`src/rtl/xoro_pkg.sv`:
```
`default_nettype none

package xoro_pkg;

  localparam int SEED_W = 64;
  localparam int WORD_W = 64;
  localparam int HALF_W = 32;
  localparam int VAL_W  = 32;
  localparam int FRAC_W = 23;
  localparam int EXP_W  = 8;
  localparam int ADDR_W = 4;
  localparam int IN_W   = 2 * VAL_W;
  localparam int OUT_W  = WORD_W + VAL_W + VAL_W;

  localparam int DIV_STEPS = WORD_W;
  localparam int CNT_W     = $clog2(DIV_STEPS);

  localparam logic [WORD_W-1:0] SM_GAMMA = 64'h9E3779B97F4A7C15;
  localparam logic [WORD_W-1:0] SM_MUL1  = 64'hBF58476D1CE4E5B9;
  localparam logic [WORD_W-1:0] SM_MUL2  = 64'h94D049BB133111EB;

  localparam int ROT_A = 55;
  localparam int SHL_A = 14;
  localparam int ROT_B = 36;
  localparam int XS_1  = 30;
  localparam int XS_2  = 27;
  localparam int XS_3  = 31;

  // exponent of a fraction whose leading one sits at bit FRAC_W-1
  localparam logic [EXP_W-1:0] EXP_TOP = 8'd126;

  typedef enum logic [3:0] {
    OP_NONE,
    OP_CTR_INIT,
    OP_CTR_STEP,
    OP_XS1,
    OP_XS2,
    OP_XS3,
    OP_MUL_LL,
    OP_MUL_LH,
    OP_MUL_HL,
    OP_SET_A,
    OP_SET_B,
    OP_START,
    OP_DIV_STEP,
    OP_LOAD_OUT
  } op_e;

  typedef struct packed {
    op_e  op;
    logic mul2;
  } cmd_t;

endpackage

`default_nettype wire

```
`src/rtl/xoro_ctrl.sv`:
```
`default_nettype none

module xoro_ctrl
  import xoro_pkg::*;
(
  input  wire  clk_i,
  input  wire  rst_ni,
  input  wire  seed_we_i,
  input  wire  in_valid_i,
  output logic in_ready_o,
  output logic out_valid_o,
  input  wire  out_ready_i,
  output cmd_t cmd_o
);

  localparam logic [1:0] ST_SEED = 2'd0;
  localparam logic [1:0] ST_IDLE = 2'd1;
  localparam logic [1:0] ST_DIV  = 2'd2;
  localparam logic [1:0] ST_DONE = 2'd3;

  localparam logic [3:0] STEP_CTR = 4'd0;
  localparam logic [3:0] STEP_X1  = 4'd1;
  localparam logic [3:0] STEP_M1L = 4'd2;
  localparam logic [3:0] STEP_M1C = 4'd3;
  localparam logic [3:0] STEP_M1H = 4'd4;
  localparam logic [3:0] STEP_X2  = 4'd5;
  localparam logic [3:0] STEP_M2L = 4'd6;
  localparam logic [3:0] STEP_M2C = 4'd7;
  localparam logic [3:0] STEP_M2H = 4'd8;
  localparam logic [3:0] STEP_X3  = 4'd9;
  localparam logic [3:0] STEP_SET = 4'd10;

  logic [1:0]       state_q, state_d;
  logic [CNT_W-1:0] cnt_q, cnt_d;
  logic             word_q, word_d;
  logic             out_valid_q, out_valid_d;

  always_comb begin
    state_d     = state_q;
    cnt_d       = cnt_q;
    word_d      = word_q;
    cmd_o.op    = OP_NONE;
    cmd_o.mul2  = 1'b0;
    in_ready_o  = 1'b0;
    case (state_q)
      ST_SEED: begin
        case (cnt_q[3:0])
          STEP_CTR: cmd_o.op = word_q ? OP_CTR_STEP : OP_CTR_INIT;
          STEP_X1:  cmd_o.op = OP_XS1;
          STEP_M1L: cmd_o.op = OP_MUL_LL;
          STEP_M1C: cmd_o.op = OP_MUL_LH;
          STEP_M1H: cmd_o.op = OP_MUL_HL;
          STEP_X2:  cmd_o.op = OP_XS2;
          STEP_M2L: begin
            cmd_o.op   = OP_MUL_LL;
            cmd_o.mul2 = 1'b1;
          end
          STEP_M2C: begin
            cmd_o.op   = OP_MUL_LH;
            cmd_o.mul2 = 1'b1;
          end
          STEP_M2H: begin
            cmd_o.op   = OP_MUL_HL;
            cmd_o.mul2 = 1'b1;
          end
          STEP_X3:  cmd_o.op = OP_XS3;
          STEP_SET: cmd_o.op = word_q ? OP_SET_B : OP_SET_A;
          default:  cmd_o.op = OP_NONE;
        endcase
        if (cnt_q[3:0] == STEP_SET) begin
          cnt_d  = '0;
          word_d = 1'b1;
          if (word_q) begin
            state_d = ST_IDLE;
          end
        end else begin
          cnt_d = cnt_q + 1'b1;
        end
      end
      ST_IDLE: begin
        in_ready_o = !seed_we_i;
        if (in_valid_i && !seed_we_i) begin
          cmd_o.op = OP_START;
          cnt_d    = '0;
          state_d  = ST_DIV;
        end
      end
      ST_DIV: begin
        cmd_o.op = OP_DIV_STEP;
        cnt_d    = cnt_q + 1'b1;
        if (cnt_q == CNT_W'(DIV_STEPS - 1)) begin
          state_d = ST_DONE;
        end
      end
      ST_DONE: begin
        if (!out_valid_q || out_ready_i) begin
          cmd_o.op = OP_LOAD_OUT;
          state_d  = ST_IDLE;
        end
      end
      default: state_d = ST_SEED;
    endcase
    if (seed_we_i) begin
      state_d = ST_SEED;
      cnt_d   = '0;
      word_d  = 1'b0;
    end
  end

  always_comb begin
    out_valid_d = out_valid_q;
    if (cmd_o.op == OP_LOAD_OUT) begin
      out_valid_d = 1'b1;
    end else if (out_ready_i) begin
      out_valid_d = 1'b0;
    end
  end

  always_ff @(posedge clk_i or negedge rst_ni) begin
    if (!rst_ni) begin
      state_q     <= ST_SEED;
      cnt_q       <= '0;
      word_q      <= 1'b0;
      out_valid_q <= 1'b0;
    end else begin
      state_q     <= state_d;
      cnt_q       <= cnt_d;
      word_q      <= word_d;
      out_valid_q <= out_valid_d;
    end
  end

  assign out_valid_o = out_valid_q;

endmodule

`default_nettype wire

```
`src/rtl/xoro_datapath.sv`:
```
`default_nettype none

module xoro_datapath
  import xoro_pkg::*;
(
  input  wire              clk_i,
  input  wire              rst_ni,
  input  cmd_t             cmd_i,
  input  wire              seed_we_i,
  input  wire [SEED_W-1:0] seed_i,
  output logic [SEED_W-1:0] seed_o,
  input  wire [IN_W-1:0]   in_data_i,
  output logic [OUT_W-1:0] out_data_o,
  output logic             out_err_o
);

  logic [SEED_W-1:0] seed_q;
  logic [WORD_W-1:0] ctr_q, z_q, acc_q;
  logic [WORD_W-1:0] sa_q, sb_q;

  logic [WORD_W-1:0] div_q;
  logic [VAL_W-1:0]  rem_q;
  logic [VAL_W:0]    span_q;
  logic [VAL_W-1:0]  lo_q;
  logic              err_q;
  logic [WORD_W-1:0] raw_q;
  logic [FRAC_W-1:0] frac_q;
  logic [EXP_W-1:0]  exp_q;

  logic [OUT_W-1:0]  out_q;
  logic              out_err_q;

  // seeding multiplier, one 32x32 partial product per cycle
  logic [WORD_W-1:0] mconst;
  logic [HALF_W-1:0] mul_a, mul_b;
  logic [WORD_W-1:0] prod;

  assign mconst = cmd_i.mul2 ? SM_MUL2 : SM_MUL1;
  assign mul_a  = (cmd_i.op == OP_MUL_HL) ? z_q[WORD_W-1:HALF_W] : z_q[HALF_W-1:0];
  assign mul_b  = (cmd_i.op == OP_MUL_LH) ? mconst[WORD_W-1:HALF_W] : mconst[HALF_W-1:0];
  assign prod   = mul_a * mul_b;

  // generator step
  logic [WORD_W-1:0] s_x, next_a, next_b, raw_x;
  assign raw_x  = sa_q + sb_q;
  assign s_x    = sa_q ^ sb_q;
  assign next_a = {sa_q[WORD_W-ROT_A-1:0], sa_q[WORD_W-1:WORD_W-ROT_A]}
                  ^ s_x ^ (s_x << SHL_A);
  assign next_b = {s_x[WORD_W-ROT_B-1:0], s_x[WORD_W-1:WORD_W-ROT_B]};

  logic signed [VAL_W:0] lo_x, hi_x, span_x;
  assign lo_x   = {in_data_i[VAL_W-1], in_data_i[VAL_W-1:0]};
  assign hi_x   = {in_data_i[IN_W-1], in_data_i[IN_W-1:VAL_W]};
  assign span_x = hi_x - lo_x + $signed({{VAL_W{1'b0}}, 1'b1});

  // restoring remainder step
  logic [VAL_W:0]   rem_sh;
  logic [VAL_W+1:0] trial;
  assign rem_sh = {rem_q, div_q[WORD_W-1]};
  assign trial  = {1'b0, rem_sh} - {1'b0, span_q};

  logic [VAL_W-1:0]  ranged;
  logic [VAL_W-1:0]  fbits;
  assign ranged = err_q ? lo_q : lo_q + rem_q;
  assign fbits  = (frac_q == '0) ? '0 : {1'b0, exp_q, frac_q[FRAC_W-2:0], 1'b0};

  always_ff @(posedge clk_i or negedge rst_ni) begin
    if (!rst_ni) begin
      seed_q <= '0;
    end else if (seed_we_i) begin
      seed_q <= seed_i;
    end
  end

  always_ff @(posedge clk_i) begin
    case (cmd_i.op)
      OP_CTR_INIT: ctr_q <= seed_q + SM_GAMMA;
      OP_CTR_STEP: ctr_q <= ctr_q + SM_GAMMA;
      OP_XS1:      z_q   <= ctr_q ^ (ctr_q >> XS_1);
      OP_XS2:      z_q   <= z_q ^ (z_q >> XS_2);
      OP_XS3:      z_q   <= z_q ^ (z_q >> XS_3);
      OP_MUL_LL:   acc_q <= prod;
      OP_MUL_LH:   acc_q <= {acc_q[WORD_W-1:HALF_W] + prod[HALF_W-1:0], acc_q[HALF_W-1:0]};
      OP_MUL_HL:   z_q   <= {acc_q[WORD_W-1:HALF_W] + prod[HALF_W-1:0], acc_q[HALF_W-1:0]};
      OP_SET_A:    sa_q  <= z_q;
      OP_SET_B:    sb_q  <= z_q;
      OP_START: begin
        raw_q  <= raw_x;
        div_q  <= raw_x;
        sa_q   <= next_a;
        sb_q   <= next_b;
        rem_q  <= '0;
        span_q <= span_x[VAL_W:0];
        lo_q   <= in_data_i[VAL_W-1:0];
        err_q  <= hi_x < lo_x;
        frac_q <= raw_x[WORD_W-1 -: FRAC_W];
        exp_q  <= EXP_TOP;
      end
      OP_DIV_STEP: begin
        div_q <= div_q << 1;
        rem_q <= trial[VAL_W+1] ? rem_sh[VAL_W-1:0] : trial[VAL_W-1:0];
        if (frac_q != '0 && !frac_q[FRAC_W-1]) begin
          frac_q <= frac_q << 1;
          exp_q  <= exp_q - 1'b1;
        end
      end
      OP_LOAD_OUT: begin
        out_q     <= {fbits, ranged, raw_q};
        out_err_q <= err_q;
      end
      default: ;
    endcase
  end

  assign seed_o     = seed_q;
  assign out_data_o = out_q;
  assign out_err_o  = out_err_q;

endmodule

`default_nettype wire

```
`src/rtl/xoroshiro128plus_generator.sv`:
```
// xoroshiro128+ random generator with splitmix64 seeding.
// Input stream: one request per item; tdata carries the inclusive bounds of
// the ranged result. Output stream: one result per request; tdata carries
// the raw 64-bit sum, the ranged integer and the single-precision fraction,
// tuser flags an inverted range (the ranged field then equals the low bound).
// APB port: one 64-bit register, the seed, at each address with bit 3 clear;
// writing it re-derives the 128-bit state through the shared 32x32 multiplier;
// s_axis_tready_o is low meanwhile. The same seeding runs after reset (seed
// zero) before the first request is taken.
// The remainder runs one quotient bit a cycle through a 33-bit subtractor.
// One item is in flight at a time. A waiting result sits in the output
// register; the next request is still taken, and its result waits until the
// receiver takes the earlier one.
`default_nettype none

module xoroshiro128plus_generator
  import xoro_pkg::*;
(
  input  wire               clk_i,
  input  wire               rst_ni,
  input  wire               s_axis_tvalid_i,
  output logic              s_axis_tready_o,
  input  wire [IN_W-1:0]    s_axis_tdata_i,   // range_low, range_high
  output logic              m_axis_tvalid_o,
  input  wire               m_axis_tready_i,
  output logic [OUT_W-1:0]  m_axis_tdata_o,   // raw_value, ranged_value, unit_float_bits
  output logic              m_axis_tuser_o,   // range_error
  input  wire               psel_i,
  input  wire               penable_i,
  input  wire               pwrite_i,
  input  wire [ADDR_W-1:0]  paddr_i,
  input  wire [SEED_W-1:0]  pwdata_i,
  output logic [SEED_W-1:0] prdata_o,
  output logic              pready_o
);

  cmd_t        cmd;
  logic        seed_we;
  logic [SEED_W-1:0] seed;

  assign pready_o = 1'b1;
  assign seed_we  = psel_i && penable_i && pwrite_i && !paddr_i[ADDR_W-1];
  assign prdata_o = paddr_i[ADDR_W-1] ? '0 : seed;

  xoro_ctrl u_ctrl (
    .clk_i       (clk_i),
    .rst_ni      (rst_ni),
    .seed_we_i   (seed_we),
    .in_valid_i  (s_axis_tvalid_i),
    .in_ready_o  (s_axis_tready_o),
    .out_valid_o (m_axis_tvalid_o),
    .out_ready_i (m_axis_tready_i),
    .cmd_o       (cmd)
  );

  xoro_datapath u_dp (
    .clk_i      (clk_i),
    .rst_ni     (rst_ni),
    .cmd_i      (cmd),
    .seed_we_i  (seed_we),
    .seed_i     (pwdata_i),
    .seed_o     (seed),
    .in_data_i  (s_axis_tdata_i),
    .out_data_o (m_axis_tdata_o),
    .out_err_o  (m_axis_tuser_o)
  );

endmodule

`default_nettype wire

```
`config.mk`:
```
export PLATFORM = sky130hd
export DESIGN_NAME = xoroshiro128plus_generator
export DESIGN_NICKNAME = d
export VERILOG_FILES = /design/src/rtl/xoro_pkg.sv /design/src/rtl/xoro_ctrl.sv /design/src/rtl/xoro_datapath.sv /design/src/rtl/xoroshiro128plus_generator.sv
export SDC_FILE = /design/constraint.sdc
export NUM_CORES = 2
export LEC_CHECK = 0
export ABC_AREA = 1
export ABC_CLOCK_PERIOD_IN_PS = 17800
export BUFFER_PORTS_ARGS = -buffer_cell sky130_fd_sc_hd__clkbuf_2
export CORE_MARGIN = 4
export CORE_UTILIZATION = 55
export DETAILED_ROUTE_END_ITERATION = 10
export GPL_TIMING_DRIVEN = 0
export PLACE_DENSITY = 0.72
export REMOVE_ABC_BUFFERS = 1
export SETUP_SLACK_MARGIN = 0.3
export SLEW_MARGIN = 10
export SYNTH_ARGS = -nofsm -noshare
export SYNTH_HDL_FRONTEND = slang
export SYNTH_SLANG_ARGS = --single-unit
```
`constraint.sdc`:
```
create_clock -name clk_i -period 17.8 [get_ports clk_i]
set_input_delay 3.56 -clock clk_i [delete_from_list [all_inputs] [get_ports clk_i]]
set_output_delay 3.56 -clock clk_i [all_outputs]
set_load 0.005 [all_outputs]
```
==> out/qor.yml <==
slew_headroom: 0.110
drive_gt1_frac: 0.0762
grt_first_pass_wirelength_um: 401000
slew_violations: 0
synth.avg_cell_area_um2: 8.53
rsz0062_at_grt: "false"
synth_top_family_by_area: "adder cells"
synth_edf_count: 704
hold_viol: 0
place.gp.congestion: 0.997
grt_remaining_overflow: 0
synthAdderAreaFrac: 0.305
r2r_slack_ps: 3390
wl_per_cell_um: 23.5
required_ps: 18220
synth.cell_area_um2: 78800
synth-compound-area-share: 0.0923
drc: 0
core-area_um2: 142000
clk_path_buf_depth: 3
fin_ws_ps: 750
root_buffer: "clkbuf_16"
synth-async-reset-ratio: 0.0951
grt_usage: 0.356
dieArea_um2: 149000
endpoint_kind: "register"
place_ws_ps: -671
hpwl_um: 223000
yosysWarnings: 0
die_x_um: 387
ys_ff_latch: 778
rows: 138
fin_util: 0.609
clkTransAtPathRegs_ps: 60
cts_tree: "yes"
cpMaxStageDelayCell: "o21ai_1"
grt_pass1_vias: 64600
antenna_found_initial: 8
die_height_um: 387
vias_per_cell: 5.69
hold_class: "register to register"
drv_cap: 0
synthCells: 9240
synth_xor_area_frac: 0.0419
grt_max_degree: 109
seq_area_um2: 23000
final_common_cell: "inv_1"
finalClockSkew_ps: 94.2
cp_max_fo: 65
tritoncts_num_sinks: 778
io_pins: 335
setup_viol: 0
crit_arrival_ps: 17470
dominantRegCellSynth: "edfxtp_1"
period_needed_ps: 17050
tns_ps: 0
worstMarginPinSlew_ps: 1330
first_pass_iters: 8
netlist-cell-type-count: 64
fin_crit_sh: 0.958
mostFrequentLayoutCells: "1780 x inv_1, 1677 x nand2_1, 1138 x nor2_1"
start_kind: "input pin"
postRouteWirelength_um: 268000
multi_input_area_um2: 48000
post_cts_buffers: 0
area_growth_pct: 9.63
max_freq_mhz: 58.6
setup.worst_path.class: "input pin to register"
synth.area.mux_share: 0.000127
postRouteAntennaNets: 0
initial_core_util: 0.555
io_buffers: 328
fin_nets: 11000
status: "finished, final reports clean"
drtIter0Drc: 7384
h-tree-depth: 3
vias: 64900
crit_path_max_incr_delay_ps: 720
synth-seq-area-share: 0.292
n_fill_cell: 12600
clock_latency_ps: 720
synthSimpleGateAreaFrac: 0.167
path_common_cell: "inv_1"
cts_made_buffers: 88
[area by class of cell]
| class | count | area share |
|---|---|---|
| Multi-Input combinational cell | 6374 | 0.556 |
| Sequential cell | 778 | 0.266 |
| Inverter | 1801 | 0.0783 |
| Timing Repair Buffer | 406 | 0.0359 |
| Tap cell | 1890 | 0.0274 |
| Clock buffer | 101 | 0.0260 |
| Clock inverter | 64 | 0.0102 |
| Antenna cell | 5 | 0.000145 |
[worst max-delay path: cells and delay by family]
kind / cells / cell delay [ps]
xor+xnor: 1 / 390
simple gates: 14 / 3170
compound gates: 8 / 2330
buf+inv: 15 / 2820
fa+ha+maj: 10 / 5080
[worst paths after layout]
kind,startpoint,endpoint,depth (start not counted)
setup / recovery,paddr_i[3],u_dp.z_q[63]$_DFFE_PP_,48
setup reg to reg,u_ctrl.cnt_q[0]$_DFFE_PN0P_,u_dp.z_q[63]$_DFFE_PP_,49
hold reg to reg,u_dp.raw_q[21]$_DFFE_PP_,u_dp.out_data_o[21]$_DFFE_PP_,0
max in group asynchronous,rst_ni,u_dp.seed_o[60]$_DFFE_PN0P_,2
hold / removal,u_dp.raw_q[21]$_DFFE_PP_,u_dp.out_data_o[21]$_DFFE_PP_,0
min in group asynchronous,rst_ni,u_dp.seed_o[9]$_DFFE_PN0P_,1
[repair_timing]
item,in CTS,in global routing
gates cloned,0,1
resized for setup,1,6
hold buffers,0,0
pin swaps,0,1
setup endpoints to repair,2,10
[per-layer routing]
| metal | routed length [um] | global-route usage | up-vias |
|---|---|---|---|
| met4 | 12200 | 0.134 | 2 |
| li1 | - | - | 29600 |
| met3 | 27100 | 0.0748 | 591 |
| met2 | 119000 | 0.551 | 3241 |
| met5 | 16 | 0 | - |
| met1 | 110000 | 0.494 | 31500 |
[registers in the layout, indices dropped and copies added, names as in the netlist, 33 cells and up]
register	count
u_dp.acc_q	64
u_dp.ctr_q	64
u_dp.div_q	64
u_dp.out_data_o	126
u_dp.raw_q	64
u_dp.sa_q	64
u_dp.sb_q	64
u_dp.seed_o	64
u_dp.span_q	33
u_dp.z_q	64
[metrics by stage]
step	area [um^2]	cells	hold slack, ps
2_1_floorplan	77600	8952	400
3_3_place_gp	81600	11200	401
3_5_place_dp	83200	11200	405
4_1_cts	86400	11400	352
5_1_grt	86400	11400	370
6_report	86400	11400	352
[kinds of logic after synthesis]
kind of cell,count (synthesis)
AND/OR/NAND/NOR,3285
buffers and inverters,2090
adder cells (fa/ha/maj),1415
AO/OA/AOI/OAI,1292
flip-flops,778
XOR/XNOR,377
other,2
multiplexers,1
[synth_stat cells, types with 20 or more instances]
| cell | number | share of area |
|---|---|---|
| o21ai_2 | 31 | 0.0034 |
| o21a_1 | 25 | 0.0024 |
| dfrtp_1 | 74 | 0.023 |
| ha_1 | 574 | 0.091 |
| xnor2_1 | 167 | 0.019 |
| buf_2 | 44 | 0.0028 |
| or2_2 | 42 | 0.0033 |
| o2111ai_1 | 34 | 0.0038 |
| a31oi_1 | 59 | 0.0047 |
| nand3_1 | 216 | 0.014 |
| clkbuf_1 | 218 | 0.010 |
| a21o_1 | 42 | 0.0040 |
| o21ai_0 | 584 | 0.037 |
| xor2_1 | 210 | 0.023 |
| fa_1 | 841 | 0.21 |
| a21oi_1 | 370 | 0.023 |
| o21ai_1 | 34 | 0.0022 |
| nand4_1 | 48 | 0.0038 |
| nand2_1 | 1680 | 0.080 |
| nand2_2 | 20 | 0.0016 |
| nor3_1 | 58 | 0.0037 |
| nor2_1 | 1149 | 0.055 |
| edfxtp_1 | 704 | 0.27 |
| inv_1 | 1786 | 0.085 |
Power is not shown: default switching activity piles up to over one toggle a cycle in this logic, so the estimate is an artifact.
